[src/hdl/assert_macros.svh]
// Assertion helpers for the polling master.
// Both macros sample on the rising edge of clk and are switched off while rst_n is low.
`ifndef ASSERT_MACROS_SVH
`define ASSERT_MACROS_SVH

// Checks a property in the same cycle.
`define PMDR_ASSERT(name, prop, msg) \
  name: assert property (@(posedge clk) disable iff (!rst_n) (prop)) else $error(msg);

// Checks that a condition in one cycle is followed by another condition in the next cycle.
`define PMDR_ASSERT_NEXT(name, pre, post, msg) \
  name: assert property (@(posedge clk) disable iff (!rst_n) (pre) |=> (post)) else $error(msg);

`endif

[src/hdl/pmdr_pkg.sv]
package pmdr_pkg;

  // Default node capacity, and the reset values of the registers.
  localparam int MaxNodesDefault = 8;

  localparam logic [15:0] RoundIntervalRst   = 16'd1000;
  localparam logic [15:0] ResponseTimeoutRst = 16'd750;
  localparam logic [15:0] InterPollGuardRst  = 16'd25;
  localparam logic [15:0] RetryGuardRst      = 16'd75;
  localparam logic [3:0]  NodeCountRst       = 4'd3;
  localparam logic [15:0] ExpectedKindsRst   = 16'd37;

  // Register indexes on the configuration port.
  localparam logic [2:0] REG_ROUND_INTERVAL   = 3'd0;
  localparam logic [2:0] REG_RESPONSE_TIMEOUT = 3'd1;
  localparam logic [2:0] REG_INTER_POLL_GUARD = 3'd2;
  localparam logic [2:0] REG_RETRY_GUARD      = 3'd3;
  localparam logic [2:0] REG_NODE_COUNT       = 3'd4;
  localparam logic [2:0] REG_EXPECTED_KINDS   = 3'd5;

  // Event kinds on the input channel.
  localparam logic [1:0] REQ_TICK = 2'd0;
  localparam logic [1:0] REQ_TX   = 2'd1;
  localparam logic [1:0] REQ_PKT  = 2'd2;

  // Result codes.
  localparam logic [1:0] ACT_NONE = 2'd0;
  localparam logic [1:0] ACT_POLL = 2'd1;
  localparam logic [1:0] ACT_ACK  = 2'd2;

  localparam logic [2:0] PST_NONE      = 3'd0;
  localparam logic [2:0] PST_NEW       = 3'd1;
  localparam logic [2:0] PST_DUP       = 3'd2;
  localparam logic [2:0] PST_MALFORMED = 3'd3;
  localparam logic [2:0] PST_UNKNOWN   = 3'd4;

  localparam logic [1:0] OUT_NONE     = 2'd0;
  localparam logic [1:0] OUT_ANSWERED = 2'd1;
  localparam logic [1:0] OUT_TIMEOUT  = 2'd2;
  localparam logic [1:0] OUT_TX_FAIL  = 2'd3;

  typedef enum logic [2:0] {
    PH_IDLE,
    PH_WAIT_TX,
    PH_WAIT_RESP,
    PH_GUARD,
    PH_RETRY_GUARD
  } phase_t;

  typedef struct packed {
    logic [1:0]  action;
    logic [2:0]  target_node;
    logic        is_retry;
    logic [31:0] ack_seq;
    logic [2:0]  packet_status;
    logic [1:0]  poll_outcome;
    logic        round_done;
  } result_t;

endpackage

[src/hdl/polling_master_with_deferred_retry.sv]
// Polling master of a radio hub with a deferred retry pass.
// Input channel (in_*): one item per event. in_tuser carries the event kind
// (tick, poll transmit result, received packet), in_tdata the packet fields.
// Result channel (out_*): exactly one item per input item, in order. out_tuser
// carries the action (none, poll, acknowledge), out_tdata the remaining fields.
// Configuration port (cfg_*): a register is written at any clock edge with
// cfg_we high; writes are expected only while no item is in flight.
// The result of an item accepted at one edge is shown in out_tvalid/out_tdata
// after that edge. Throughput is one item per cycle unless the receiver stalls;
// all the work for an item is a single pass of compare and increment logic on
// small registers between the input handshake and the result register.
// Reset (rst_n low, synchronous) loads the register defaults, forgets all
// sequence history and arms the first round, which starts on the first tick.
// When the receiver stalls, the result register holds its item and in_tready
// stays high only if that item leaves in the same cycle, so no result is lost.
`include "assert_macros.svh"

module polling_master_with_deferred_retry #(
  parameter int MAX_NODES = pmdr_pkg::MaxNodesDefault
) (
  input  logic        clk,
  input  logic        rst_n,
  input  logic        in_tvalid,
  output logic        in_tready,
  // Fields from bit 0 up: tx_ok, pkt_format_ok, pkt_known, pkt_node[2:0],
  // pkt_kind[1:0], pkt_seq[31:0].
  input  logic [39:0] in_tdata,
  // Fields from bit 0 up: req_type[1:0].
  input  logic [1:0]  in_tuser,
  output logic        out_tvalid,
  input  logic        out_tready,
  // Fields from bit 0 up: target_node[2:0], is_retry, ack_seq[31:0],
  // packet_status[2:0], poll_outcome[1:0], round_done, then zero padding.
  output logic [47:0] out_tdata,
  // Fields from bit 0 up: action[1:0].
  output logic [1:0]  out_tuser,
  input  logic        cfg_we,
  input  logic [2:0]  cfg_addr,
  input  logic [15:0] cfg_wdata
);

  localparam int IDX_W = (MAX_NODES > 1) ? $clog2(MAX_NODES) : 1;

  // Configuration registers.
  logic [15:0] round_interval_r, response_timeout_r, inter_poll_guard_r, retry_guard_r;
  logic [3:0]  node_count_r;
  logic [15:0] expected_kinds_r;

  // Round state.
  pmdr_pkg::phase_t       phase_r, phase_nxt;
  logic [2:0]             current_index_r, current_index_nxt;
  logic                   retry_pass_r, retry_pass_nxt;
  logic [MAX_NODES-1:0]   missed_map_r, missed_map_nxt;
  logic [15:0]            wait_timer_r, wait_timer_nxt;
  logic [15:0]            round_timer_r, round_timer_nxt;
  logic                   first_pending_r, first_pending_nxt;

  // Per-node sequence history. The sequence store is only read behind the
  // node's seen flag, so it needs no reset.
  logic [MAX_NODES-1:0]   seen_r, seen_nxt;
  logic [31:0]            last_seq_r [MAX_NODES];
  logic                   seq_we;

  // Result register.
  logic                   out_valid_r;
  pmdr_pkg::result_t      out_res_r;
  pmdr_pkg::result_t      res;

  // Unpacked input fields.
  logic        in_accept;
  logic [1:0]  req_type;
  logic        tx_ok, pkt_format_ok, pkt_known;
  logic [2:0]  pkt_node;
  logic [1:0]  pkt_kind;
  logic [31:0] pkt_seq;
  logic [IDX_W-1:0] node_idx;

  assign req_type      = in_tuser;
  assign tx_ok         = in_tdata[0];
  assign pkt_format_ok = in_tdata[1];
  assign pkt_known     = in_tdata[2];
  assign pkt_node      = in_tdata[5:3];
  assign pkt_kind      = in_tdata[7:6];
  assign pkt_seq       = in_tdata[39:8];
  assign node_idx      = pkt_node[IDX_W-1:0];

  // A new item can enter whenever the result register is empty or drains now.
  assign in_tready = !out_valid_r || out_tready;
  assign in_accept = in_tvalid && in_tready;

  assign out_tvalid = out_valid_r;
  assign out_tuser  = out_res_r.action;
  assign out_tdata  = {6'd0, out_res_r.round_done, out_res_r.poll_outcome,
                       out_res_r.packet_status, out_res_r.ack_seq,
                       out_res_r.is_retry, out_res_r.target_node};

  // Effective node count: zero counts as one, anything above capacity is capped.
  logic [3:0]           count;
  logic [MAX_NODES-1:0] count_mask;

  always_comb begin
    if (node_count_r == 4'd0) begin
      count = 4'd1;
    end else if (node_count_r > 4'(MAX_NODES)) begin
      count = 4'(MAX_NODES);
    end else begin
      count = node_count_r;
    end
    for (int i = 0; i < MAX_NODES; i++) begin
      count_mask[i] = (4'(i) < count);
    end
  end

  // First missed node at or after start and below the node count; returns
  // the node count when there is none.
  function automatic logic [3:0] next_missed(input logic [MAX_NODES-1:0] map,
                                             input logic [3:0] start,
                                             input logic [3:0] cnt);
    logic [3:0] found;
    found = cnt;
    for (int i = MAX_NODES - 1; i >= 0; i--) begin
      if (map[i] && (4'(i) >= start) && (4'(i) < cnt)) begin
        found = 4'(i);
      end
    end
    return found;
  endfunction

  // Configuration writes.
  always_ff @(posedge clk) begin
    if (!rst_n) begin
      round_interval_r   <= pmdr_pkg::RoundIntervalRst;
      response_timeout_r <= pmdr_pkg::ResponseTimeoutRst;
      inter_poll_guard_r <= pmdr_pkg::InterPollGuardRst;
      retry_guard_r      <= pmdr_pkg::RetryGuardRst;
      node_count_r       <= pmdr_pkg::NodeCountRst;
      expected_kinds_r   <= pmdr_pkg::ExpectedKindsRst;
    end else if (cfg_we) begin
      unique case (cfg_addr)
        pmdr_pkg::REG_ROUND_INTERVAL:   round_interval_r   <= cfg_wdata;
        pmdr_pkg::REG_RESPONSE_TIMEOUT: response_timeout_r <= cfg_wdata;
        pmdr_pkg::REG_INTER_POLL_GUARD: inter_poll_guard_r <= cfg_wdata;
        pmdr_pkg::REG_RETRY_GUARD:      retry_guard_r      <= cfg_wdata;
        pmdr_pkg::REG_NODE_COUNT:       node_count_r       <= cfg_wdata[3:0];
        pmdr_pkg::REG_EXPECTED_KINDS:   expected_kinds_r   <= cfg_wdata;
        default: ;
      endcase
    end
  end

  // Event processing: next state and the result of the accepted item.
  logic [15:0] rt_inc, wt_inc, kinds_shift;
  logic [3:0]  nxt_idx, miss_idx;
  logic        do_poll, poll_retry, do_end, do_fail;
  logic [3:0]  poll_idx;
  logic [1:0]  fail_code, exp_kind;
  logic        dup;

  always_comb begin
    phase_nxt         = phase_r;
    current_index_nxt = current_index_r;
    retry_pass_nxt    = retry_pass_r;
    missed_map_nxt    = missed_map_r;
    wait_timer_nxt    = wait_timer_r;
    round_timer_nxt   = round_timer_r;
    first_pending_nxt = first_pending_r;
    seen_nxt          = seen_r;
    seq_we            = 1'b0;
    res               = '0;

    do_poll    = 1'b0;
    poll_idx   = 4'd0;
    poll_retry = 1'b0;
    do_end     = 1'b0;
    do_fail    = 1'b0;
    fail_code  = pmdr_pkg::OUT_NONE;

    rt_inc      = (round_timer_r == 16'hFFFF) ? round_timer_r : round_timer_r + 16'd1;
    wt_inc      = wait_timer_r + 16'd1;
    nxt_idx     = {1'b0, current_index_r} + 4'd1;
    miss_idx    = next_missed(missed_map_r,
                              (phase_r == pmdr_pkg::PH_RETRY_GUARD) ? 4'd0 : nxt_idx,
                              count);
    kinds_shift = expected_kinds_r >> {pkt_node, 1'b0};
    exp_kind    = kinds_shift[1:0];
    dup         = seen_r[node_idx] && (last_seq_r[node_idx] == pkt_seq);

    if (in_accept) begin
      case (req_type)
        pmdr_pkg::REQ_TICK: begin
          round_timer_nxt = rt_inc;
          unique case (phase_r)
            pmdr_pkg::PH_IDLE: begin
              if (first_pending_r || (rt_inc >= round_interval_r)) begin
                first_pending_nxt = 1'b0;
                round_timer_nxt   = 16'd0;
                retry_pass_nxt    = 1'b0;
                missed_map_nxt    = '0;
                do_poll           = 1'b1;
                poll_idx          = 4'd0;
              end
            end
            pmdr_pkg::PH_WAIT_RESP: begin
              wait_timer_nxt = wt_inc;
              if (wt_inc >= response_timeout_r) begin
                do_fail   = 1'b1;
                fail_code = pmdr_pkg::OUT_TIMEOUT;
              end
            end
            pmdr_pkg::PH_GUARD: begin
              if (wait_timer_r >= inter_poll_guard_r) begin
                // Guard over: next node, the retry pass, or the end of the round.
                if (!retry_pass_r) begin
                  if (nxt_idx < count) begin
                    do_poll  = 1'b1;
                    poll_idx = nxt_idx;
                  end else if ((missed_map_r & count_mask) != '0) begin
                    retry_pass_nxt = 1'b1;
                    phase_nxt      = pmdr_pkg::PH_RETRY_GUARD;
                    wait_timer_nxt = 16'd0;
                  end else begin
                    do_end = 1'b1;
                  end
                end else if (miss_idx < count) begin
                  do_poll    = 1'b1;
                  poll_idx   = miss_idx;
                  poll_retry = 1'b1;
                end else begin
                  do_end = 1'b1;
                end
              end else begin
                wait_timer_nxt = wt_inc;
              end
            end
            pmdr_pkg::PH_RETRY_GUARD: begin
              if (wait_timer_r >= retry_guard_r) begin
                if (miss_idx < count) begin
                  do_poll    = 1'b1;
                  poll_idx   = miss_idx;
                  poll_retry = 1'b1;
                end else begin
                  do_end = 1'b1;
                end
              end else begin
                wait_timer_nxt = wt_inc;
              end
            end
            default: ;
          endcase
        end
        pmdr_pkg::REQ_TX: begin
          if (phase_r == pmdr_pkg::PH_WAIT_TX) begin
            if (tx_ok) begin
              phase_nxt      = pmdr_pkg::PH_WAIT_RESP;
              wait_timer_nxt = 16'd0;
            end else begin
              do_fail   = 1'b1;
              fail_code = pmdr_pkg::OUT_TX_FAIL;
            end
          end
        end
        pmdr_pkg::REQ_PKT: begin
          if (!pkt_format_ok) begin
            res.packet_status = pmdr_pkg::PST_MALFORMED;
          end else if (!pkt_known || ({1'b0, pkt_node} >= count)) begin
            res.packet_status = pmdr_pkg::PST_UNKNOWN;
          end else if ((pkt_kind == 2'd0) || (pkt_kind != exp_kind)) begin
            res.packet_status = pmdr_pkg::PST_MALFORMED;
          end else begin
            seen_nxt[node_idx] = 1'b1;
            seq_we             = 1'b1;
            res.action         = pmdr_pkg::ACT_ACK;
            res.target_node    = pkt_node;
            res.ack_seq        = pkt_seq;
            res.packet_status  = dup ? pmdr_pkg::PST_DUP : pmdr_pkg::PST_NEW;
            // Only the node being polled, while its answer is awaited, counts
            // as answering the poll.
            if ((phase_r == pmdr_pkg::PH_WAIT_RESP) && (pkt_node == current_index_r)) begin
              phase_nxt        = pmdr_pkg::PH_GUARD;
              wait_timer_nxt   = 16'd0;
              res.poll_outcome = pmdr_pkg::OUT_ANSWERED;
            end
          end
        end
        default: ;
      endcase

      if (do_fail) begin
        // Failures of the retry pass leave the missed map as it is.
        if (!retry_pass_r) begin
          for (int i = 0; i < MAX_NODES; i++) begin
            if (current_index_r == 3'(i)) begin
              missed_map_nxt[i] = 1'b1;
            end
          end
        end
        phase_nxt        = pmdr_pkg::PH_GUARD;
        wait_timer_nxt   = 16'd0;
        res.poll_outcome = fail_code;
      end

      if (do_poll) begin
        current_index_nxt = poll_idx[2:0];
        phase_nxt         = pmdr_pkg::PH_WAIT_TX;
        res.action        = pmdr_pkg::ACT_POLL;
        res.target_node   = poll_idx[2:0];
        res.is_retry      = poll_retry;
      end

      if (do_end) begin
        phase_nxt         = pmdr_pkg::PH_IDLE;
        retry_pass_nxt    = 1'b0;
        missed_map_nxt    = '0;
        current_index_nxt = 3'd0;
        wait_timer_nxt    = 16'd0;
        // An overrun round restarts the interval from its end.
        if (round_timer_nxt >= round_interval_r) begin
          round_timer_nxt = 16'd0;
        end
        res.round_done = 1'b1;
      end
    end
  end

  // State register.
  always_ff @(posedge clk) begin
    if (!rst_n) begin
      phase_r         <= pmdr_pkg::PH_IDLE;
      current_index_r <= 3'd0;
      retry_pass_r    <= 1'b0;
      missed_map_r    <= '0;
      wait_timer_r    <= 16'd0;
      round_timer_r   <= 16'd0;
      first_pending_r <= 1'b1;
      seen_r          <= '0;
    end else begin
      phase_r         <= phase_nxt;
      current_index_r <= current_index_nxt;
      retry_pass_r    <= retry_pass_nxt;
      missed_map_r    <= missed_map_nxt;
      wait_timer_r    <= wait_timer_nxt;
      round_timer_r   <= round_timer_nxt;
      first_pending_r <= first_pending_nxt;
      seen_r          <= seen_nxt;
    end
  end

  // Sequence store, written once per acknowledged packet.
  always_ff @(posedge clk) begin
    if (seq_we) begin
      last_seq_r[node_idx] <= pkt_seq;
    end
  end

  // Result register.
  always_ff @(posedge clk) begin
    if (!rst_n) begin
      out_valid_r <= 1'b0;
    end else if (in_accept) begin
      out_valid_r <= 1'b1;
    end else if (out_tready) begin
      out_valid_r <= 1'b0;
    end
  end

  always_ff @(posedge clk) begin
    if (in_accept) begin
      out_res_r <= res;
    end
  end

  // Between rounds no retry bookkeeping may survive.
  `PMDR_ASSERT(a_idle_clean, (phase_r != pmdr_pkg::PH_IDLE) || ((missed_map_r == '0) && !retry_pass_r), "idle phase with retry state left over")

  // The polled index never leaves the node capacity.
  `PMDR_ASSERT(a_index_range, {1'b0, current_index_r} < 4'(MAX_NODES), "current node index beyond capacity")

  // Only polls can be marked as retries.
  `PMDR_ASSERT(a_retry_only_poll, !out_valid_r || !out_res_r.is_retry || (out_res_r.action == pmdr_pkg::ACT_POLL), "retry flag on a result that is not a poll")

  // An acknowledgement always reports a new or duplicate packet.
  `PMDR_ASSERT(a_ack_status, !out_valid_r || (out_res_r.action != pmdr_pkg::ACT_ACK) || (out_res_r.packet_status == pmdr_pkg::PST_NEW) || (out_res_r.packet_status == pmdr_pkg::PST_DUP), "acknowledgement without a valid packet status")

  // A transmit result in the wait for one always moves the poll forward.
  `PMDR_ASSERT_NEXT(a_tx_advances, in_accept && (req_type == pmdr_pkg::REQ_TX) && (phase_r == pmdr_pkg::PH_WAIT_TX), (phase_r == pmdr_pkg::PH_WAIT_RESP) || (phase_r == pmdr_pkg::PH_GUARD), "transmit result did not leave the transmit wait")

endmodule
[config.mk]
export PLATFORM = sky130hd
export DESIGN_NAME = polling_master_with_deferred_retry
export DESIGN_NICKNAME = d
export VERILOG_FILES = /design/src/hdl/pmdr_pkg.sv /design/src/hdl/polling_master_with_deferred_retry.sv
export VERILOG_INCLUDE_DIRS = /design/src /design/src/hdl
export SDC_FILE = /design/constraint.sdc
export NUM_CORES = 1
export LEC_CHECK = 0
export ABC_AREA = 1
export BUFFER_PORTS_ARGS = -buffer_cell sky130_fd_sc_hd__buf_2
export CAP_MARGIN = 40
export CORE_ASPECT_RATIO = 1.2
export CORE_MARGIN = 5
export CORE_UTILIZATION = 60
export CTS_BUF_LIST = sky130_fd_sc_hd__clkbuf_4 sky130_fd_sc_hd__clkbuf_8 sky130_fd_sc_hd__clkbuf_16
export CTS_CLUSTER_SIZE = 24
export DETAILED_ROUTE_END_ITERATION = 10
export GPL_TIMING_DRIVEN = 0
export MAX_ROUTING_LAYER = met4
export PLACE_DENSITY = 0.79
export SYNTH_ARGS = -nofsm -noshare
export SYNTH_HDL_FRONTEND = slang
export SYNTH_SLANG_ARGS = --single-unit
[constraint.sdc]
create_clock -name clk -period 5.75 [get_ports clk]
set_clock_uncertainty 0.1 [all_clocks]
set_input_delay 1.15 -clock clk [delete_from_list [all_inputs] [get_ports clk]]
set_output_delay 1.15 -clock clk [all_outputs]
set_load 0.005 [all_outputs]
======== Word level (Yosys, flattened, before mapping) ========
Memory sizes are Yosys's and may differ from the RTL's.
Cells that the tools add are included.
word-level totals
  RAM bits ................................ 256
  flip-flop bits (word level) ............. 185
  memories ................................ 1
  word-level logic and storage cells ...... 304
  output and inout bits ................... 52
  input bits .............................. 66
memory list
  memory      depth  bits a word  rd ports  clocked after memory_dff  write ports  line                                      RTL
  last_seq_r  8      32           1         0                         1            polling_master_with_deferred_retry.sv:61  logic [31:0] last_seq_r [MAX_NODES];
operators by class
  equality and inequality tests ........... 46
  reduce and logical (&&, ||, !) cells .... 55
  add/subtract/negate cells ............... 3
  bitwise logic cells ..................... 6
  shifts and indexed selects .............. 1
  muxes and demuxes ....................... 141
  $lt $le $gt $ge ......................... 27
operators with widths
  operator                                                    count
  two-way mux 16 bit                                          20
  case mux 16 bit (3 select lines)                            2
  >= comparator 16 bit                                        5
  two-way mux 3 bit                                           23
  two-way mux 4 bit                                           15
  != test 5 bit (second input constant)                       11
  two-way mux 1 bit                                           52
  two-way mux 8 bit                                           6
  adder 16 x 1 -> 16 bit (second input constant)              2
  == test 32 bit                                              1
  AND reduction 13 bit                                        2
  two-way mux 2 bit                                           12
  != test 4 bit (second input constant)                       6
  == test 3 bit (second input constant)                       7
  logical AND 1 bit                                           20
  == test 3 x 2 -> 1 bit (second input constant)              6
  != test 6 bit (second input constant)                       3
  AND reduction 2 bit                                         9
  == test 16 bit (second input constant)                      1
  >= comparator 3 x 4 -> 1 bit (first input constant)         4
  less-than comparator 3 x 4 -> 1 bit (first input constant)  4
  right shift 16 x 4 -> 2 bit                                 1
  AND reduction 5 bit                                         2
  == test 3 x 1 -> 1 bit (second input constant)              3
  other kinds (40)                                            62

======== Depth between registers and ports, before layout ========
  depth in word-level cells ............... 22
  gate-level depth with buffers ........... 36

======== Worst setup path before layout ========
OpenSTA, ideal clock, no wires.
  path kind ............................... register to register
  from .................................... register round_timer_r[0]
  to ...................................... register round_timer_r[0]
  setup time .............................. 0.135 ns
  data required time ...................... 5.515 ns
  path buffers ............................ 2
  arrival ................................. 4.643 ns
  path slack .............................. 0.872 ns
  cell stages (with the launch flop) ...... 33
  cells stage by stage .................... dfxtp_1 ha_1 inv_1 nor4_1 nand2_1 nor3_1 nand3_1 nand3_1 inv_1 a21oi_1 ha_1 nand2_1 o21ai_0 a21o_1 a21oi_1 o21ai_0 nand2_1 nand2_1 nand2_1 nand3_1 nand2_1 clkbuf_1 nand3_1 o21ai_0 ha_1 inv_1 nor3_1 nand2_1 o41ai_1 nand2_4 buf_12 nand3_2 a21oi_2
between the ends
  cells in the longest elaborated chain, start to end .. 11
  elaborated cells on any way between the ends .. 12
  classes of those cells .................. add/sub (1); order compare (2); eq/ne (1); mux (7); reduce/logical (1)
RTL lines
  element                                                          line                                       RTL
  start: declaration                                               polling_master_with_deferred_retry.sv:55   logic [15:0] round_timer_r, round_timer_nxt;
  start signal: assignment                                         polling_master_with_deferred_retry.sv:342  round_timer_r <= round_timer_nxt;
  adder 16 x 1 -> 16 bit / == test 16 bit (equally long branches)  polling_master_with_deferred_retry.sv:178  rt_inc = (round_timer_r == 16'hFFFF) ? round_timer_r : round_timer_r + 16'd1;
  two-way mux 16 bit                                               polling_master_with_deferred_retry.sv:178
  >= comparator 16 bit                                             polling_master_with_deferred_retry.sv:194  if (first_pending_r || (rt_inc >= round_interval_r)) begin
  logical OR 1 bit                                                 polling_master_with_deferred_retry.sv:194
  two-way mux 16 bit                                               polling_master_with_deferred_retry.sv:194
  two-way mux 16 bit                                               polling_master_with_deferred_retry.sv:192  unique case (phase_r)
  two-way mux 16 bit *                                             polling_master_with_deferred_retry.sv:189  case (req_type)
  two-way mux 16 bit *                                             polling_master_with_deferred_retry.sv:188  if (in_accept) begin
  >= comparator 16 bit                                             polling_master_with_deferred_retry.sv:317  if (round_timer_nxt >= round_interval_r) begin
  two-way mux 16 bit                                               polling_master_with_deferred_retry.sv:317
  two-way mux 16 bit *                                             polling_master_with_deferred_retry.sv:310  if (do_end) begin
Every way passes the cells marked *; elsewhere a longest branch is shown, timed or not. The select of a mux whose other input is x is not followed.
A chain may end at the register's enable or synchronous reset.

======== Final worst setup path ========
  from .................................... register round_timer_r[0]
  to ...................................... register round_timer_r[4]
The elaborated chain is that of the path after synthesis.

==> impl_metrics.json <==
{
  "layout_commonest_cell": "nand2_1",
  "required_ns": 6.14,
  "first_pass_iters": 6,
  "synth_edf_count": 300,
  "cp_max_fo": 10,
  "maxCapViolCount": 0,
  "total_power_mw": 7.07,
  "syn_avg_cell_area_um2": 9.99,
  "portBuffers": 111,
  "cp_slowest_cell": "dfxtp_1",
  "cpLargestDelayFamily": "simple AND/OR/NAND/NOR gates",
  "drc": 0,
  "drv_slew": 0,
  "initial_core_util_pct": 60.7,
  "die_w_um": 179,
  "ios": 118,
  "synth-main-ff-cell": "edfxtp_1",
  "async_flop_share_pct": 0,
  "n_fill_cell": 2569,
  "die_y_um": 213,
  "status": "finished, final reports clean",
  "clk_latency_ns": 0.57,
  "htreeDepth": 2,
  "synth_cell_types": 54,
  "ys_warn_count": 0,
  "cp_num_buf_inv": 4,
  "drive_above_1_share_pct": 13.8,
  "ys_ff_latch": 441,
  "rows": 74,
  "timing.hold.ws_ns": 0.357,
  "syn_area_um2": 20600,
  "cts_root_buf": "clkbuf_16",
  "wirelength_um": 59400,
  "cts.clk_slew.worst_paths_ns": 0.06,
  "leakagePower_nw": 9.62,
  "fin_area_um2": 23600,
  "path_common_cell": "nand2_1",
  "die_area_um2": 38200,
  "hold_viol": 0,
  "hpwl_um": 42000,
  "tightest_slew_ns": 0.926,
  "vias": 16400,
  "area_growth_pct": 14.6,
  "routabilityCongestion": 0.968,
  "period_needed_ns": 5.41,
  "slowest_delay_ns": 0.36,
  "place_area_um2": 22000,
  "hold_class": "flop to flop",
  "clock-sinks": 441,
  "fin_nets": 2409,
  "p_per_area_nw_per_um2": 299,
  "fin_crit_sh_pct": 94.1,
  "track_usage_pct": 31.6,
  "cts_buffer_depth": 3,
  "worst-setup-path-type": "flop to flop",
  "wire_per_inst_um": 21.7,
  "tritoncts": "done",
  "grt-ovfl-total": 0,
  "start_kind": "flop",
  "grt_pass1_vias": 16100,
  "core_um2": 34000,
  "vias_per_cell": 5.99,
  "setup_violations": 0,
  "grt_pass1_wl_um": 88900,
  "grt_max_degree": 34,
  "antenna_left": 0,
  "cts_buffers": 44,
  "end_kind": "flop",
  "dr.first_iter.drc_count": 1444,
  "arrival_ns": 5.80,
  "mostFrequentLayoutCells": "nand2_1 (334), edfxtp_1 (300), inv_1 (238)",
  "syn_inst": 2063,
  "peakVddDrop_mv": 0.304,
  "slew_headroom_pct": 38.3,
  "finalSetupTns_ns": 0,
  "clock.fmax_ghz": 0.185,
  "ys_seq_area_share_pct": 57.4,
  "antenna_found_initial": 1
}
==> synth_stat cells, types with 21 or more instances <==
cell type	n	share of area [%]
a22oi_1	31	1.1
clkbuf_1	44	0.80
o21ai_0	123	3.0
inv_1	238	4.3
a21oi_1	138	3.4
a22o_1	30	1.3
dfxtp_1	141	14
nand3_1	87	2.1
xor2_1	36	1.5
ha_1	102	6.2
a221oi_1	30	1.3
edfxtp_1	300	44
nand4_1	37	1.1
o211ai_1	21	0.76
nand2_1	336	6.1
nor2_1	173	3.2
nor3_1	25	0.61
==> timing repair <==
action	in CTS	in global routing
pin swaps	0	1
hold buffers	0	0
setup buffers	0	6
resized for setup	7	23
endpoints found under the hold margin	0	0
setup endpoints to repair	16	16
==> where the power goes <==
part / switching [mW] / leakage [nW] / internal [mW] / total [mW]
sequential: 0.0342 / 3.89 / 3.43 / 3.47
combinational: 0.467 / 5.01 / 0.217 / 0.684
clock: 1.24 / 0.725 / 1.68 / 2.92
==> sequential cells by signal, summed over array words and instances (netlist names), 8 cells and up <==
name and cells:
wait_timer_r 16, last_seq_r 256, seen_r 8, missed_map_r 8
expected_kinds_r 16, inter_poll_guard_r 16, round_timer_r 16, retry_guard_r 16
out_tdata 42, round_interval_r 16, response_timeout_r 16
==> path summary, 6_finish.rpt <==
path	depth (start not counted)	startpoint	endpoint	slack, ns
min reg2reg	2	first_pending_r	first_pending_r	0.36
max reg2reg	34	round_timer_r[0]	round_timer_r[4]	0.34
min	2	first_pending_r	first_pending_r	0.36
max	34	round_timer_r[0]	round_timer_r[4]	0.34
==> metrics by stage <==
| stage | utilization [%] | setup WS, ns | instances |
|---|---|---|---|
| finish | 69.5 | 0.341 | 2732 |
| global route | 69.5 | -0.0286 | 2732 |
| CTS | 69.2 | 0.0511 | 2725 |
| detailed placement | 64.8 | -0.540 | 2645 |
| global placement | 64.0 | -0.563 | 2635 |
| floorplan | - | 0.872 | 2068 |
==> metal layers <==
layer	part of all wire [%]	vias to the layer above	wire (um)	GRT usage (%)
met5	0	-	0	-
met3	7.5	239	4430	4.37
met2	49	792	29100	53.2
li1	-	7555	-	-
met1	36	7766	21600	36.1
met4	7.1	0	4230	18.8
==> worst min-delay path: cells and delay by family (launching register included) <==
family / cells / cell delay (ns)
flops: 1 / 0.31
simple gates: 2 / 0.10
==> layout make-up <==
| cell class | instances | area [um^2] | share of cell area (%) |
|---|---|---|---|
| Clock inverter | 31 | 312 | 1.32 |
| Antenna cell | 1 | 2.50 | 0.0106 |
| Multi-Input combinational cell | 1292 | 7600 | 32.2 |
| Inverter | 254 | 956 | 4.05 |
| Sequential cell | 441 | 11800 | 50.1 |
| Clock buffer | 49 | 1150 | 4.87 |
| Timing Repair Buffer | 127 | 808 | 3.42 |
| Buffer | 81 | 392 | 1.66 |
| Tap cell | 456 | 571 | 2.42 |
==> cell families after synthesis <==
kind of cell               after synthesis  share of synthesized area [%]
buffers and inverters                  335                           6.52
muxes                                    1                         0.0486
xor gates and xnor gates                40                           1.70
and+or+nand+nor                        712                           15.1
other                                    1                         0.0182
AOI/OAI and AO/OA                      431                           13.0
adders and majority gates              102                           6.19
DFF                                    441                           57.4
(Power assumes the default switching activity.)
